<file path="src/pclf_pkg.sv">
// shared constants, types and status codes of the page cache lookup and fill block
package pclf_pkg;

	localparam int SLOTS_DEF     = 64;
	localparam int TIER_BITS_DEF = 3;

	localparam int INODE_W  = 32;
	localparam int OFFSET_W = 32;
	localparam int TIER_W   = 3;
	localparam int FRAME_W  = 20;
	localparam int STATUS_W = 3;
	localparam int SLOT_W   = 6;

	localparam logic [STATUS_W-1:0] ST_HIT      = 3'd0;
	localparam logic [STATUS_W-1:0] ST_FILLED   = 3'd1;
	localparam logic [STATUS_W-1:0] ST_FULL     = 3'd2;
	localparam logic [STATUS_W-1:0] ST_NOFRAME  = 3'd3;
	localparam logic [STATUS_W-1:0] ST_FILLFAIL = 3'd4;

	// controller to datapath
	typedef struct packed {
		logic load;
		logic scan;
		logic fin_hit;
		logic fin_miss;
	} pclf_cmd_t;

	// datapath to controller
	typedef struct packed {
		logic hit;
		logic scan_done;
		logic out_free;
	} pclf_stat_t;

endpackage

</file>
<file path="src/pclf_ctrl.sv">
// controller state machine sequencing accept, scan and result
module pclf_ctrl (
	input  logic                  clk,
	input  logic                  arst_n,
	input  logic                  in_valid,
	output logic                  in_ready,
	output pclf_pkg::pclf_cmd_t   cmd,
	input  pclf_pkg::pclf_stat_t  stat
);
	import pclf_pkg::*;

	localparam logic [1:0] S_IDLE = 2'd0;
	localparam logic [1:0] S_SCAN = 2'd1;
	localparam logic [1:0] S_HIT  = 2'd2;
	localparam logic [1:0] S_MISS = 2'd3;

	logic [1:0] state_q;
	logic [1:0] state_d;

	assign in_ready = (state_q == S_IDLE);

	always_comb begin
		state_d      = state_q;
		cmd          = '0;
		case (state_q)
			S_IDLE: begin
				cmd.load = in_valid;
				if (in_valid) begin
					state_d = S_SCAN;
				end
			end
			S_SCAN: begin
				cmd.scan = 1'b1;
				if (stat.hit) begin
					state_d = S_HIT;
				end else if (stat.scan_done) begin
					state_d = S_MISS;
				end
			end
			S_HIT: begin
				if (stat.out_free) begin
					cmd.fin_hit = 1'b1;
					state_d     = S_IDLE;
				end
			end
			S_MISS: begin
				if (stat.out_free) begin
					cmd.fin_miss = 1'b1;
					state_d      = S_IDLE;
				end
			end
			default: begin
				state_d = S_IDLE;
			end
		endcase
	end

	always_ff @(posedge clk or negedge arst_n) begin
		if (!arst_n) begin
			state_q <= S_IDLE;
		end else begin
			state_q <= state_d;
		end
	end

endmodule

</file>
<file path="config.mk">
export PLATFORM = sky130hd
export DESIGN_NAME = pclf_ctrl
export DESIGN_NICKNAME = d
export VERILOG_FILES = /design/src/pclf_pkg.sv /design/src/pclf_ctrl.sv
export SDC_FILE = /design/constraint.sdc
export NUM_CORES = 1
export LEC_CHECK = 0
export BUFFER_PORTS_ARGS = -buffer_cell sky130_fd_sc_hd__buf_2
export CAP_MARGIN = 20
export CORE_AREA = 5 5 42 44
export CTS_CLUSTER_DIAMETER = 120
export CTS_CLUSTER_SIZE = 25
export DETAILED_ROUTE_END_ITERATION = 10
export DIE_AREA = 0 0 47 49
export SYNTH_ARGS = -nofsm -noshare
export SYNTH_HDL_FRONTEND = slang
export SYNTH_SLANG_ARGS = --single-unit
</file>
<file path="constraint.sdc">
create_clock -name clk -period 2.2 [get_ports clk]
set_input_delay 0.11 -clock clk [delete_from_list [all_inputs] [get_ports clk]]
set_output_delay 0.11 -clock clk [all_outputs]
set_load 0.02 [all_outputs]
</file>
==> metrics.yaml <==
max-cap-violations: 0
vias: 136
rsz0062_at_grt: "no"
h-tree-depth: 1
clock_latency_ps: 220
final_nets: 35
synth_area_per_cell_sq_um: 9.29
ys_types: 12
rows: 14
wl_um: 344
cts.path.max_buffers: 2
synthMuxAreaShare: 0.0769
cts_setup_buffers: 0
yosys.area_share.simple: 0.327
final_util: 0.161
top_regs: "state_q x2"
cts.sink_count: 2
layout_commonest_cell: "buf_2"
via_per_inst: 3.16
timing.final.crit_share: 0.533
path_cells: "nor3b_2 -> buf_2"
rrSetupSlack_ps: 1310
leakagePower_uw: 0.000129
r2r_start: "state_q[0]$_DFFE_PN0P_"
syn_nets: 20
overflow: 0
dp_hpwl_um: 261
fmax_mhz: 853
pwr-share-seq: 0.283
min_period_ps: 1170
multiInputGateArea_sq_um: 68.8
gp_congestion: 0.630
clk_pin_slew_ps: 30
crit_path_start_kind: "register"
critPathLaunch: "state_q[0]$_DFFE_PN0P_"
fill_cells: 168
min_path_type: "primary input to asynchronous set/reset pin"
worst_slew_pin_slew_ps: 220
slew_headroom: 0.853
grt_pass1_vias: 122
synth-compound-area-share: 0.125
grt_use_total: 0.0317
arrival_ps: 1060
layout.cells.most_common_list: "10 x buf_2, 3 x clkbuf_4, 2 x nor2_1, 2 x dfrtp_1"
status: "finished, final reports clean"
drive_gt1_frac: 0.556
grt_max_degree: 8
setup_tns_ps: 0
endpoint: "cmd[3]"
grt_pass1_wl_um: 420
cp_top_family: "flip-flops"
crit_slowest_cell: "dfrtp_1"
setup_viol: 0
synth_seq_cells: 2
synth_top_family_by_area: "simple AND/OR/NAND/NOR gates"
cp_slowest_stage_delay_ps: 420
cts_tree: "built"
r2r_cells: 2
ir_drop_v: 0.000169
synth_fa_ha_area_frac: 0
largest_register: "state_q"
crit_path_max_fanout: 6
drt_iter0_drc: 5
synth_xor_area_frac: 0
diodes: 0
power.share.switching: 0.420
syn-cell-area_sq_um: 130
holdWs_ps: 199
ant_nets: 0
switching_power_uw: 124
skew_ps: 0.530
worstSetupPathDepth: 2
port_buffers: 10
path_buf_inv: 1
largest_reg_flops: 2
final-seq-area_sq_um: 50.0
seq_area_frac_synth: 0.385
crit_required_ps: 2090
worstSetupPathType: "register to output pin"
start_util: 0.0929
finalHoldViolations: 0
die_width_um: 47
syn_to_final_growth_pct: 73.1
drcViolationCount: 0
cts_resized: 0
clockPowerShare: 0.273
antenna_found_initial: 0
p_int_uw: 172
wl_per_cell_um: 8.00
pin_count: 11
yosysWarnings: 0
crit_path_end_kind: "output pin"
worstReg2RegEnd: "state_q[1]$_DFFE_PN0P_"
die_area_sq_mm: 0.00230
synthCells: 14
p_per_area_mw_per_mm2: 1320
core-area_sq_mm: 0.00140
pwr-share-comb: 0.444
slew_violations: 0
cts_root_buffer: "clkbuf_4"
die_y_um: 49
dr.pass1.iters: 3
totalPowerFinal_uw: 296
cts_buffers: 3
## power by group through the flow
stage               Clock (uW)  Combinational (uW)  Sequential (uW)
floorplan                    0                 104             78.1
global placement             0                 134             82.2
detailed placement           0                 133             83.8
CTS                       88.1                 134             84.1
global route              89.0                 142             89.3
finish                    80.9                 132             83.7
## logic make-up (layout without fill, tap and decap cells)
family | Yosys count | in the layout
AOI/OAI and AO/OA | 2 | 2
buffers and inverters | 2 | 15
DFF | 2 | 2
muxes | 1 | 1
and+or+nand+nor | 7 | 7
## synth_stat cells (all sizes together)
cell	instances	area [sq um]
nor2b	1	6.26
dfrtp	2	50.1
buf	1	7.51
mux2i	1	10.0
a22o	1	8.76
nor3b	1	12.5
a21o	1	7.51
nand2	1	3.75
or2	1	6.26
and3	1	6.26
nor2	2	7.51
inv	1	3.75
## layout make-up
| class | count | share of cell area |
|---|---|---|
| multi-input combinational | 10 | 0.306 |
| timing repair buffer | 11 | 0.267 |
| sequential | 2 | 0.222 |
| clock buffer | 3 | 0.100 |
| tap | 16 | 0.0889 |
| inverter | 1 | 0.0167 |
## worst register-to-register path, cell delays in order, from the launching register on
cell	delay, ps
dfrtp_1	420
nor2b_1	170
a22o_1	190
## worst min path at each step
stage / to / slack, ps
after floorplan: state_q[0]$_DFFE_PN0P_ / -190
after global placement: state_q[0]$_DFFE_PN0P_ / -100
after detailed placement: state_q[0]$_DFFE_PN0P_ / -100
after CTS: state_q[0]$_DFFE_PN0P_ / 190
after global routing: state_q[0]$_DFFE_PN0P_ / 200
final: state_q[1]$_DFFE_PN0P_ / 200
## metrics by stage
| step | worst slack [ps] | instances | area [sq um] |
|---|---|---|---|
| after global routing | 940 | 43 | 225 |
| final | 1030 | 43 | 225 |
| after floorplan | 1210 | 14 | 130 |
| after CTS | 1000 | 43 | 225 |
| after global placement | 1280 | 39 | 193 |
| after detailed placement | 1250 | 39 | 193 |
## what timing repair did
item / CTS / global route
hold endpoints to repair: 2 / 0
hold buffers: 1 / 0
setup endpoints to repair: 0 / 0
## routing by layer
| layer | routed length [um] | vias up | part of all wire | GRT usage |
|---|---|---|---|---|
| met5 | 0 | - | 0 | 0 |
| met3 | 51 | 0 | 0.15 | 0 |
| met1 | 110 | 57 | 0.32 | 0.0220 |
| met4 | 0 | 0 | 0 | 0.0829 |
| met2 | 182 | 7 | 0.53 | 0.0385 |
| li1 | - | 72 | - | - |
(Power assumes the default switching activity.)
